$ cat src/rtl/tbh_pkg.sv
// tbh_pkg: types and constants for the touch button hit test block.
// No dependencies.
`timescale 1ns / 1ps

package tbh_pkg;

    localparam int COORD_W   = 11;
    localparam int RAW_W     = 10;
    localparam int PRES_W    = 16;
    localparam int CNT_IN_W  = 5;
    localparam int IDX_OUT_W = 4;
    localparam int CFG_IDX_W = 3;
    localparam int CFG_DATA_W = 16;
    localparam int NUM_W     = 21;
    localparam int MAG_W     = 20;
    localparam int DEN_W     = 10;
    localparam int STEP_W    = 5;
    localparam logic [STEP_W-1:0] DIV_STEPS = 5'd20;

    localparam logic [PRES_W-1:0] RST_PRESSURE_MIN   = 16'd200;
    localparam logic [PRES_W-1:0] RST_PRESSURE_MAX   = 16'd1000;
    localparam logic [RAW_W-1:0]  RST_HORIZ_RAW_START = 10'd963;
    localparam logic [RAW_W-1:0]  RST_HORIZ_RAW_END   = 10'd201;
    localparam logic [RAW_W-1:0]  RST_VERT_RAW_START  = 10'd928;
    localparam logic [RAW_W-1:0]  RST_VERT_RAW_END    = 10'd188;
    localparam logic [RAW_W-1:0]  RST_SCREEN_WIDTH    = 10'd480;
    localparam logic [RAW_W-1:0]  RST_SCREEN_HEIGHT   = 10'd320;

    localparam logic signed [COORD_W-1:0] PIX_MAX = 11'sd1023;
    localparam logic [MAG_W-1:0] MAG_POS_LIMIT = 20'd1023;
    localparam logic [MAG_W-1:0] MAG_NEG_LIMIT = 20'd1024;

    typedef enum logic [1:0] {
        ACT_APPEND = 2'd0,
        ACT_SETCNT = 2'd1,
        ACT_TOUCH  = 2'd2
    } action_t;

    typedef enum logic [CFG_IDX_W-1:0] {
        REG_PRESSURE_MIN    = 3'd0,
        REG_PRESSURE_MAX    = 3'd1,
        REG_HORIZ_RAW_START = 3'd2,
        REG_HORIZ_RAW_END   = 3'd3,
        REG_VERT_RAW_START  = 3'd4,
        REG_VERT_RAW_END    = 3'd5,
        REG_SCREEN_WIDTH    = 3'd6,
        REG_SCREEN_HEIGHT   = 3'd7
    } cfg_idx_t;

    typedef enum logic [1:0] {
        OP_APPEND = 2'd0,
        OP_SETCNT = 2'd1,
        OP_TOUCH  = 2'd2
    } op_t;

    typedef struct packed {
        logic [PRES_W-1:0] pressure_min;
        logic [PRES_W-1:0] pressure_max;
        logic [RAW_W-1:0]  horiz_raw_start;
        logic [RAW_W-1:0]  horiz_raw_end;
        logic [RAW_W-1:0]  vert_raw_start;
        logic [RAW_W-1:0]  vert_raw_end;
        logic [RAW_W-1:0]  screen_width;
        logic [RAW_W-1:0]  screen_height;
    } cfg_t;

    typedef struct packed {
        logic signed [COORD_W-1:0] left;
        logic signed [COORD_W-1:0] top;
        logic signed [COORD_W-1:0] right;
        logic signed [COORD_W-1:0] bottom;
    } rect_t;

    typedef struct packed {
        op_t                 op;
        logic                pressed;
        rect_t               rect;
        logic [CNT_IN_W-1:0] new_count;
        logic [RAW_W-1:0]    raw_horiz;
        logic [RAW_W-1:0]    raw_vert;
    } cmd_t;

endpackage

$ cat src/rtl/tbh_div.sv
// tbh_div: signed restoring divider, one quotient bit per cycle, with the
// result truncated toward zero and saturated to 11 bits. Depends on tbh_pkg.
`timescale 1ns / 1ps

module tbh_div (
    input  logic                                 clk,
    input  logic                                 rst_n,
    input  logic                                 start,
    input  logic signed [tbh_pkg::NUM_W-1:0]     dividend,
    input  logic signed [tbh_pkg::COORD_W-1:0]   divisor,
    output logic                                 done,
    output logic signed [tbh_pkg::COORD_W-1:0]  quotient
);

    logic                              busy_reg, busy_next;
    logic                              done_reg, done_next;
    logic [tbh_pkg::STEP_W-1:0]        cnt_reg, cnt_next;
    logic [tbh_pkg::DEN_W-1:0]         rem_reg, rem_next;
    logic [tbh_pkg::MAG_W-1:0]         quo_reg, quo_next;
    logic [tbh_pkg::DEN_W-1:0]         den_reg, den_next;
    logic                              neg_reg, neg_next;
    logic signed [tbh_pkg::COORD_W-1:0] q_reg, q_next;
    logic signed [tbh_pkg::NUM_W-1:0]  num_abs;
    logic signed [tbh_pkg::COORD_W-1:0] den_abs;
    logic [tbh_pkg::DEN_W:0]           shifted;
    logic                              ge;
    logic [tbh_pkg::COORD_W:0]         mag12;

    always_comb
    begin
        num_abs   = dividend[tbh_pkg::NUM_W-1] ? -dividend : dividend;
        den_abs   = divisor[tbh_pkg::COORD_W-1] ? -divisor : divisor;
        shifted   = {rem_reg, quo_reg[tbh_pkg::MAG_W-1]};
        ge        = (shifted >= {1'b0, den_reg});
        mag12     = {1'b0, quo_reg[tbh_pkg::COORD_W-1:0]};

        busy_next = busy_reg;
        done_next = 1'b0;
        cnt_next  = cnt_reg;
        rem_next  = rem_reg;
        quo_next  = quo_reg;
        den_next  = den_reg;
        neg_next  = neg_reg;
        q_next    = q_reg;

        if (start)
        begin
            if (divisor == '0)
            begin
                q_next    = '0;
                done_next = 1'b1;
            end
            else
            begin
                busy_next = 1'b1;
                cnt_next  = tbh_pkg::DIV_STEPS;
                rem_next  = '0;
                quo_next  = num_abs[tbh_pkg::MAG_W-1:0];
                den_next  = den_abs[tbh_pkg::DEN_W-1:0];
                neg_next  = dividend[tbh_pkg::NUM_W-1] ^ divisor[tbh_pkg::COORD_W-1];
            end
        end
        else if (busy_reg)
        begin
            if (cnt_reg != '0)
            begin
                rem_next = ge ? (shifted[tbh_pkg::DEN_W-1:0] - den_reg)
                              : shifted[tbh_pkg::DEN_W-1:0];
                quo_next = {quo_reg[tbh_pkg::MAG_W-2:0], ge};
                cnt_next = cnt_reg - 1'b1;
            end
            else
            begin
                busy_next = 1'b0;
                done_next = 1'b1;
                if (neg_reg)
                begin
                    if (quo_reg > tbh_pkg::MAG_NEG_LIMIT)
                        q_next = -tbh_pkg::PIX_MAX - 11'sd1;
                    else
                        q_next = $signed(mag12[tbh_pkg::COORD_W-1:0] ^ '1) + 11'sd1;
                end
                else
                begin
                    if (quo_reg > tbh_pkg::MAG_POS_LIMIT)
                        q_next = tbh_pkg::PIX_MAX;
                    else
                        q_next = $signed(mag12[tbh_pkg::COORD_W-1:0]);
                end
            end
        end
    end

    always_ff @(posedge clk or negedge rst_n)
    begin
        if (!rst_n)
        begin
            busy_reg <= 1'b0;
            done_reg <= 1'b0;
            cnt_reg  <= '0;
        end
        else
        begin
            busy_reg <= busy_next;
            done_reg <= done_next;
            cnt_reg  <= cnt_next;
        end
    end

    always_ff @(posedge clk)
    begin
        rem_reg <= rem_next;
        quo_reg <= quo_next;
        den_reg <= den_next;
        neg_reg <= neg_next;
        q_reg   <= q_next;
    end

    assign done     = done_reg;
    assign quotient = q_reg;

endmodule

$ cat src/rtl/tbh_back.sv
// tbh_back: executes queued commands: rectangle table, live count, axis
// mapping through the shared divider and the rectangle scan.
// Depends on tbh_pkg and tbh_div.
`timescale 1ns / 1ps

module tbh_back #(
    parameter int MAX_BUTTONS = 16
) (
    input  logic                                 clk,
    input  logic                                 rst_n,
    input  tbh_pkg::cfg_t                        cfg,
    input  logic                                 q_valid,
    input  tbh_pkg::cmd_t                        q_head,
    output logic                                 q_pop,
    output logic                                 result_valid,
    output logic                                 pressed,
    output logic                                 hit,
    output logic [tbh_pkg::IDX_OUT_W-1:0]        button_index,
    output logic signed [tbh_pkg::COORD_W-1:0]  pixel_horiz,
    output logic signed [tbh_pkg::COORD_W-1:0]  pixel_vert
);

    localparam int AW = (MAX_BUTTONS > 1) ? $clog2(MAX_BUTTONS) : 1;
    localparam int CW = $clog2(MAX_BUTTONS + 1);
    localparam int NW = (CW > tbh_pkg::CNT_IN_W) ? CW : tbh_pkg::CNT_IN_W;
    localparam int IW = (AW > tbh_pkg::IDX_OUT_W) ? AW : tbh_pkg::IDX_OUT_W;
    localparam logic [CW-1:0] MAX_CNT = CW'(MAX_BUTTONS);

    typedef enum logic [3:0] {
        S_IDLE = 4'b0001,
        S_DIVH = 4'b0010,
        S_DIVV = 4'b0100,
        S_SCAN = 4'b1000
    } state_t;

    state_t                              state_reg, state_next;
    logic [CW-1:0]                       live_cnt_reg, live_cnt_next;
    logic [CW-1:0]                       scan_idx_reg, scan_idx_next;
    logic                                rd_vld_reg, rd_vld_next;
    logic [AW-1:0]                       rd_idx_reg, rd_idx_next;
    tbh_pkg::rect_t                      rd_data_reg;
    tbh_pkg::rect_t                      store [MAX_BUTTONS];
    logic                                kick_reg, kick_next;
    logic signed [tbh_pkg::NUM_W-1:0]    num_h_reg, num_h_next, num_v_reg, num_v_next;
    logic signed [tbh_pkg::COORD_W-1:0]  span_h_reg, span_h_next, span_v_reg, span_v_next;
    logic signed [tbh_pkg::COORD_W-1:0]  px_reg, px_next, py_reg, py_next;
    logic                                res_valid_reg, res_valid_next;
    logic                                res_pressed_reg, res_pressed_next;
    logic                                res_hit_reg, res_hit_next;
    logic [tbh_pkg::IDX_OUT_W-1:0]       res_idx_reg, res_idx_next;
    logic signed [tbh_pkg::COORD_W-1:0]  res_px_reg, res_px_next, res_py_reg, res_py_next;
    logic                                st_wr_en;
    logic signed [tbh_pkg::COORD_W-1:0]  diff_h, diff_v;
    logic signed [tbh_pkg::NUM_W:0]      prod_h, prod_v;
    logic [NW-1:0]                       nc_ext;
    logic                                issue;
    logic                                contains;
    logic [IW-1:0]                       idx_ext;
    logic                                div_done;
    logic signed [tbh_pkg::COORD_W-1:0]  div_q;
    logic signed [tbh_pkg::NUM_W-1:0]    div_num;
    logic signed [tbh_pkg::COORD_W-1:0]  div_den;

    assign div_num = (state_reg == S_DIVV) ? num_v_reg : num_h_reg;
    assign div_den = (state_reg == S_DIVV) ? span_v_reg : span_h_reg;

    tbh_div u_div (
        .clk      (clk),
        .rst_n    (rst_n),
        .start    (kick_reg),
        .dividend (div_num),
        .divisor  (div_den),
        .done     (div_done),
        .quotient (div_q)
    );

    always_comb
    begin
        diff_h = $signed({1'b0, q_head.raw_horiz}) - $signed({1'b0, cfg.horiz_raw_start});
        diff_v = $signed({1'b0, q_head.raw_vert}) - $signed({1'b0, cfg.vert_raw_start});
        prod_h = diff_h * $signed({1'b0, cfg.screen_width});
        prod_v = diff_v * $signed({1'b0, cfg.screen_height});
        nc_ext = NW'(q_head.new_count);
        issue  = (scan_idx_reg < live_cnt_reg);
        contains = rd_vld_reg
                && (px_reg > rd_data_reg.left) && (px_reg < rd_data_reg.right)
                && (py_reg > rd_data_reg.top) && (py_reg < rd_data_reg.bottom);
        idx_ext = IW'(rd_idx_reg);
    end

    always_comb
    begin
        state_next       = state_reg;
        live_cnt_next    = live_cnt_reg;
        scan_idx_next    = scan_idx_reg;
        rd_vld_next      = 1'b0;
        rd_idx_next      = rd_idx_reg;
        kick_next        = 1'b0;
        num_h_next       = num_h_reg;
        num_v_next       = num_v_reg;
        span_h_next      = span_h_reg;
        span_v_next      = span_v_reg;
        px_next          = px_reg;
        py_next          = py_reg;
        res_valid_next   = 1'b0;
        res_pressed_next = res_pressed_reg;
        res_hit_next     = res_hit_reg;
        res_idx_next     = res_idx_reg;
        res_px_next      = res_px_reg;
        res_py_next      = res_py_reg;
        q_pop            = 1'b0;
        st_wr_en         = 1'b0;

        unique case (state_reg)
            S_IDLE:
            begin
                if (q_valid)
                begin
                    q_pop = 1'b1;
                    unique case (q_head.op)
                        tbh_pkg::OP_APPEND:
                        begin
                            if (live_cnt_reg < MAX_CNT)
                            begin
                                st_wr_en      = 1'b1;
                                live_cnt_next = live_cnt_reg + 1'b1;
                            end
                        end
                        tbh_pkg::OP_SETCNT:
                        begin
                            live_cnt_next = (nc_ext > NW'(MAX_BUTTONS)) ? MAX_CNT
                                                                        : nc_ext[CW-1:0];
                        end
                        tbh_pkg::OP_TOUCH:
                        begin
                            if (q_head.pressed)
                            begin
                                num_h_next  = prod_h[tbh_pkg::NUM_W-1:0];
                                num_v_next  = prod_v[tbh_pkg::NUM_W-1:0];
                                span_h_next = $signed({1'b0, cfg.horiz_raw_end})
                                            - $signed({1'b0, cfg.horiz_raw_start});
                                span_v_next = $signed({1'b0, cfg.vert_raw_end})
                                            - $signed({1'b0, cfg.vert_raw_start});
                                kick_next   = 1'b1;
                                state_next  = S_DIVH;
                            end
                            else
                            begin
                                res_valid_next   = 1'b1;
                                res_pressed_next = 1'b0;
                                res_hit_next     = 1'b0;
                                res_idx_next     = '0;
                                res_px_next      = '0;
                                res_py_next      = '0;
                            end
                        end
                        default: ;
                    endcase
                end
            end
            S_DIVH:
            begin
                if (div_done)
                begin
                    px_next    = div_q;
                    kick_next  = 1'b1;
                    state_next = S_DIVV;
                end
            end
            S_DIVV:
            begin
                if (div_done)
                begin
                    py_next       = div_q;
                    scan_idx_next = '0;
                    state_next    = S_SCAN;
                end
            end
            S_SCAN:
            begin
                if (contains)
                begin
                    res_valid_next   = 1'b1;
                    res_pressed_next = 1'b1;
                    res_hit_next     = 1'b1;
                    res_idx_next     = idx_ext[tbh_pkg::IDX_OUT_W-1:0];
                    res_px_next      = px_reg;
                    res_py_next      = py_reg;
                    state_next       = S_IDLE;
                end
                else if (!issue && !rd_vld_reg)
                begin
                    res_valid_next   = 1'b1;
                    res_pressed_next = 1'b1;
                    res_hit_next     = 1'b0;
                    res_idx_next     = '0;
                    res_px_next      = px_reg;
                    res_py_next      = py_reg;
                    state_next       = S_IDLE;
                end
                else if (issue)
                begin
                    scan_idx_next = scan_idx_reg + 1'b1;
                    rd_vld_next   = 1'b1;
                    rd_idx_next   = scan_idx_reg[AW-1:0];
                end
            end
            default: state_next = S_IDLE;
        endcase
    end

    always_ff @(posedge clk or negedge rst_n)
    begin
        if (!rst_n)
        begin
            state_reg     <= S_IDLE;
            live_cnt_reg  <= '0;
            rd_vld_reg    <= 1'b0;
            kick_reg      <= 1'b0;
            res_valid_reg <= 1'b0;
        end
        else
        begin
            state_reg     <= state_next;
            live_cnt_reg  <= live_cnt_next;
            rd_vld_reg    <= rd_vld_next;
            kick_reg      <= kick_next;
            res_valid_reg <= res_valid_next;
        end
    end

    always_ff @(posedge clk)
    begin
        scan_idx_reg    <= scan_idx_next;
        rd_idx_reg      <= rd_idx_next;
        num_h_reg       <= num_h_next;
        num_v_reg       <= num_v_next;
        span_h_reg      <= span_h_next;
        span_v_reg      <= span_v_next;
        px_reg          <= px_next;
        py_reg          <= py_next;
        res_pressed_reg <= res_pressed_next;
        res_hit_reg     <= res_hit_next;
        res_idx_reg     <= res_idx_next;
        res_px_reg      <= res_px_next;
        res_py_reg      <= res_py_next;
    end

    always_ff @(posedge clk)
    begin
        if (st_wr_en)
        begin
            store[live_cnt_reg[AW-1:0]] <= q_head.rect;
        end
        rd_data_reg <= store[scan_idx_reg[AW-1:0]];
    end

    assign result_valid = res_valid_reg;
    assign pressed      = res_pressed_reg;
    assign hit          = res_hit_reg;
    assign button_index = res_idx_reg;
    assign pixel_horiz  = res_px_reg;
    assign pixel_vert   = res_py_reg;

endmodule

$ cat config.mk
export PLATFORM = sky130hd
export DESIGN_NAME = tbh_back
export DESIGN_NICKNAME = d
export VERILOG_FILES = /design/src/rtl/tbh_pkg.sv /design/src/rtl/tbh_div.sv /design/src/rtl/tbh_back.sv
export SDC_FILE = /design/constraint.sdc
export NUM_CORES = 2
export LEC_CHECK = 0
export BUFFER_PORTS_ARGS = -buffer_cell sky130_fd_sc_hd__buf_2
export CAP_MARGIN = 20
export CORE_UTILIZATION = 50
export CTS_CLUSTER_SIZE = 40
export DETAILED_ROUTE_END_ITERATION = 10
export PLACE_DENSITY = 0.67
export SYNTH_ARGS = -nofsm -noshare
export SYNTH_HDL_FRONTEND = slang
export SYNTH_HIERARCHICAL = 1
export SYNTH_SLANG_ARGS = --single-unit
$ cat constraint.sdc
create_clock -name clk -period 8.38 [get_ports clk]
set_clock_uncertainty 0.15 [all_clocks]
set_input_delay 1.676 -clock clk [delete_from_list [all_inputs] [get_ports clk]]
set_output_delay 1.676 -clock clk [all_outputs]
set_load 0.03 [all_outputs]
[Yosys cells after proc, flatten, opt, wreduce, memory -nomap -nowiden]
Memories as Yosys holds them, arrays and structs flattened. A register that Yosys moved wholly into a read port is not among the register bits.
Cells that the tools add are included.
Widths: inputs -> output; s select.
Cells by class
  $add $sub $neg: 11
  multipliers: 2
  divide/modulo/power cells: 0
  magnitude comparators: 10
  equality and inequality tests: 20
  shift-type cells: 0
  mux-type cells: 95
  bitwise gates (word level): 5
  reductions and logical operators: 26
Operators by type and width (number)
  $mux 11: 15
  $mux 20: 5
  $mux 10: 6
  $mux 5: 10
  $mux 4: 12
  $pmux 11 s2: 2
  $sub 10x10->11: 4
  $mul 11x11->21: 2
  $mux 1: 36
  $gt 11x11->1: 2
  $lt 11x11->1: 2
  $mux 21: 1
  $gt 20x10->1 const B: 1
  $gt 20x11->1 const B: 1
  $neg 20->20: 1
  $pmux 5 s2: 2
  $ne 2x2->1 const B: 9
  $pmux 4 s4: 1
  $reduce_and 4->1: 3
  $add 11x2->11 const B: 1
  $ge 11x10->1: 1
  $logic_not 11->1: 1
  $not 11->11: 1
  $add 5x1->5 const B: 2
  27 further kinds: 48
Storage, ports and cells
  register bits: 194
  latch bits: 0
  memory bits (writable): 704
  ROM bits: 0
  input port bits: 167
  memories: 1
Memories
  store: depth 16, bits a word 44, read ports 1, clocked after memory_dff 1, wr ports 1, RTL line tbh_back.sv:42  | tbh_pkg::rect_t store [MAX_BUTTONS];

[Depth between registers and ports, before layout]
  depth in word-level cells: 7
  gate-level depth with buffers: 31

[Modules after synthesis]
The synthesis kept the hierarchy.
Modules (own cells, without submodules)
  tbh_back: times used 1, cells an instance 2792, area an instance 44204.9 µm², sequential area each 26016.2 µm²
  tbh_div: times used 1, cells an instance 388, area an instance 3732.3 µm², sequential area each 1736.7 µm²

[Least setup slack after synthesis]
OpenSTA, ideal clock, no wires.
  kind: input to register
  start: in q_head[0] (netlist name)
  end: reg num_v_reg[20] (netlist name) (data pin)
  data arrival time: 7.741 ns
  slack: 0.229 ns
  cell stages on the path: 28
  path through: inv_1 -> ha_1 -> inv_1 -> fa_1 -> a21o_1 -> a21oi_1 -> o21ai_0 -> a21oi_1 -> o21bai_1 -> a21oi_2 -> o21a_1 -> buf_2 -> o21ai_0 -> fa_1 -> inv_1 -> fa_1 -> fa_1 -> fa_1 -> inv_1 -> fa_1 -> inv_1 -> ha_1 -> or2_2 -> a21oi_1 -> a31oi_1 -> a21o_1 -> a21oi_1 -> xnor2_1
Between the ends
  cells in the longest elaborated chain, start to end: 2
RTL lines
  start: declaration: RTL line tbh_back.sv:13  | input tbh_pkg::cmd_t q_head,
  $sub 10x10->11: RTL line tbh_back.sv:80  | diff_v = $signed({1'b0, q_head.raw_vert}) - $signed({1'b0, cfg.vert_raw_start});
  $mul 11x11->21: RTL line tbh_back.sv:82  | prod_v = diff_v * $signed({1'b0, cfg.screen_height});
  named net prod_v (one bit): RTL line tbh_back.sv:54  | logic signed [tbh_pkg::NUM_W:0] prod_h, prod_v;
  end signal: assignment: RTL line tbh_back.sv:237  | num_v_reg <= num_v_next;
  end: declaration: RTL line tbh_back.sv:44  | logic signed [tbh_pkg::NUM_W-1:0] num_h_reg, num_h_next, num_v_reg, num_v_next;
The timed path passes the listed nets, and every way through them passes these cells.
A chain may end at the register's enable or synchronous reset.

[Worst setup path after layout]
Ends and elaborated chain as after synthesis.

==> flow_summary.toml <==
[outcome]
outcome = "finished clean"

[detailed_routing]
wire_per_inst_um = 21.7
drc = 0
ant_nets = 0
drt_iter0_drc = 2361
num_vias = 26440
wl_mm = 104
first_pass_iters = 5
vias_per_cell = 5.52

[clocking]
post_cts_buffers = 0
clock_latency_ns = 0.66
h-tree-depth = 3
clock-sinks = 942
path_clk_slew_ns = 0.07
cts-root-buf = "clkbuf_16"
cts_hold_buffers = 0
cts_made_buffers = 93
tritoncts = "built"
postCtsResizedCells = 0
clockBufferDepth = 3

[final_layout]
stdcell_count = 4792
final_common_cell = "edfxtp_1"
syn2layout_area_growth_pct = 12.5
fin_nets = 4025
antenna_cells = 0
layout-drive-gt1-share_pct = 20.1
final_cell_mix = "879 x edfxtp_1, 440 x inv_1, 220 x mux4_2"
final_area_mm2 = 0.0540
largest_reg_flops = 704
fillers = 7491

[placed_design]
place_ws_ns = -0.0933
hpwl_mm = 66.5
dpl.cell_count = 4616
dpl_cell_area_mm2 = 0.0509
io_buffers = 164
place_congestion = 0.848

[synthesis]
synth-edff-count = 879
synthesis.area_mm2 = 0.0479
yosysWarnings = 6
synth_fp_nets = 3758
ys_seq_area_share_pct = 57.9
synth_cell_types = 78
ys_ff_latch = 942
avgSynthCellArea_um2 = 15.1
synth_cells = 3180
synth_top_area_share_pct = 55.1
yosys-top-cells-area = "edfxtp_1 55%, mux4_2 10%, fa_1 8.7%"
synth-async-reset-ratio_pct = 2.02
synth-main-ff-cell = "edfxtp_1"
synth_top_area_cell = "edfxtp_1"

[die]
dieHeight_um = 312
initial_utilization_pct = 50.5
die_w_um = 312
coreArea_mm2 = 0.0950
row_count = 113
design.die.area_mm2 = 0.0971
io_pins = 197

[grt]
grt_start_max_net_pins = 99
overflow = 0
grt_util_all_layers_pct = 21.7
grt_pass1_wl_mm = 158
antenna_found_initial = 14
grt_pass1_vias = 26210

[sta]
fin_ws_ns = 0.582
period_share_pct = 93.1
hold_viol = 0
finalCriticalPeriod_ns = 7.80
slew_headroom_pct = 29.3
setup_viol_count_final = 0
rsz0062_at_grt = "no"
drv_slew = 0
timing.fmax_mhz = 128
fin_hold_ws_ns = 0.333
tightest_slew_ns = 1.06

[worst_setup_path]
r2r_setup_slack_ns = 4.49
cp_slowest_cell = "fa_1"
r2r_end = "store[7][27]"
crit_type = "in2reg"
r2r_start = "state_reg[0]"
cp_max_fo = 4
cp.arrival_ns = 8.06
crit_path_frequent_cell = "fa_1"
slowest_delay_ns = 0.54
ff2ff_path_depth = 7
cp_data_required_time_ns = 8.64
worst_setup_path_start_kind = "input port"
worst_setup_path_end_kind = "flip-flop"

[pwr]
power_density_mw_per_mm2 = 357
vdd_drop_max_v = 0.000709
p_leak_uw = 0.0202

[worst_hold_path]
hold_class = "reg2reg"
min_path_cells = 0
min-delay-start = "u_div/quotient[0]"
whs_endpoint = "py_reg[0]"

[job]
maxCapViolCount = 0
-- layer usage --
layer | up-vias | global-route usage, % | share of wire, %
li1 | 12063 | - | -
met1 | 13437 | 30.1 | 42
met2 | 760 | 35.5 | 49
met3 | 168 | 4.21 | 6.7
met4 | 12 | 5.33 | 2.1
met5 | - | 0 | 0.067
-- synthesized netlist by cell type, types with 8 or more instances --
cell type / number
nand3_1: 31
ha_1: 202
clkbuf_1: 65
and2_1: 99
nor2_1: 136
nor3b_1: 12
dfxtp_1: 44
o21ai_1: 9
a21oi_1: 80
xor2_1: 29
o211ai_1: 11
and3_1: 17
dfrtp_1: 18
o31ai_1: 10
mux4_2: 220
nand4_1: 8
a31oi_1: 11
buf_2: 30
mux2i_1: 11
or3_1: 8
a21o_1: 22
inv_1: 440
a211oi_1: 18
xnor2_1: 64
edfxtp_1: 879
nand2_1: 164
nor2b_1: 47
nand2b_1: 28
o21a_1: 16
o21ai_0: 68
a21boi_0: 12
fa_1: 209
nor3_1: 41
mux2_2: 32
-- how the worst max path moves through the flow --
stage | startpoint | endpoint | depth (start not counted)
6_report | q_head[0] | num_v_reg[20] | 29
5_1_grt | q_head[0] | num_v_reg[20] | 30
4_1_cts | q_head[0] | num_v_reg[19] | 29
3_5_place_dp | q_head[0] | num_v_reg[19] | 29
3_3_place_gp | q_head[0] | num_v_reg[20] | 31
2_1_floorplan | q_head[0] | num_v_reg[20] | 28
-- kinds of logic (layout without fill, tap and decap cells) --
family / Yosys count / in the layout / share of synthesized area [%]
DFF: 942 / 942 / 57.9
and+or+nand+nor: 622 / 622 / 6.51
buffers and inverters: 542 / 889 / 4.34
adders and majority gates: 411 / 411 / 14.0
AOI/OAI and AO/OA: 306 / 306 / 4.21
muxes: 263 / 263 / 11.3
xor gates and xnor gates: 94 / 94 / 1.73
-- worst max-delay path, delay by kind of cell --
kind                     cells  cell delay, ns
AO/OA/AOI/OAI               12            2.19
buffers and inverters        7            0.65
XOR/XNOR                     1            0.08
AND/OR/NAND/NOR              1            0.16
adder cells (fa/ha/maj)      8            3.29
-- report_power, final --
part,switching [uW],internal [uW],total [uW],leakage (uW)
Combinational,4780,4370,9150,0.0102
Sequential,155,5860,6010,0.00858
Clock,1780,2320,4110,0.00147
Total,6720,12600,19300,0.0202
-- stage by stage --
step / total power [uW] / TNS (ns) / util (%)
final: 19300 / 0 / 56.8
after global routing: 20800 / 0 / 56.8
after CTS: 19400 / 0 / 56.8
after detailed placement: 15300 / -0.254 / 53.6
after global placement: 15100 / -0.136 / 53.5
after floorplan: 12700 / 0 / -
-- cell type report --
class                   instances  area (um^2)  area share, %
repair buffers                274         1690           3.14
well taps                    1265         1580           2.93
flip-flops and latches        942        27800           51.4
clock buffers                 131         2580           4.78
clock inverters                44          459          0.851
multi-input cells            1696        18200           33.8
inverters                     440         1650           3.06
Power figures use the tool's default switching activity.
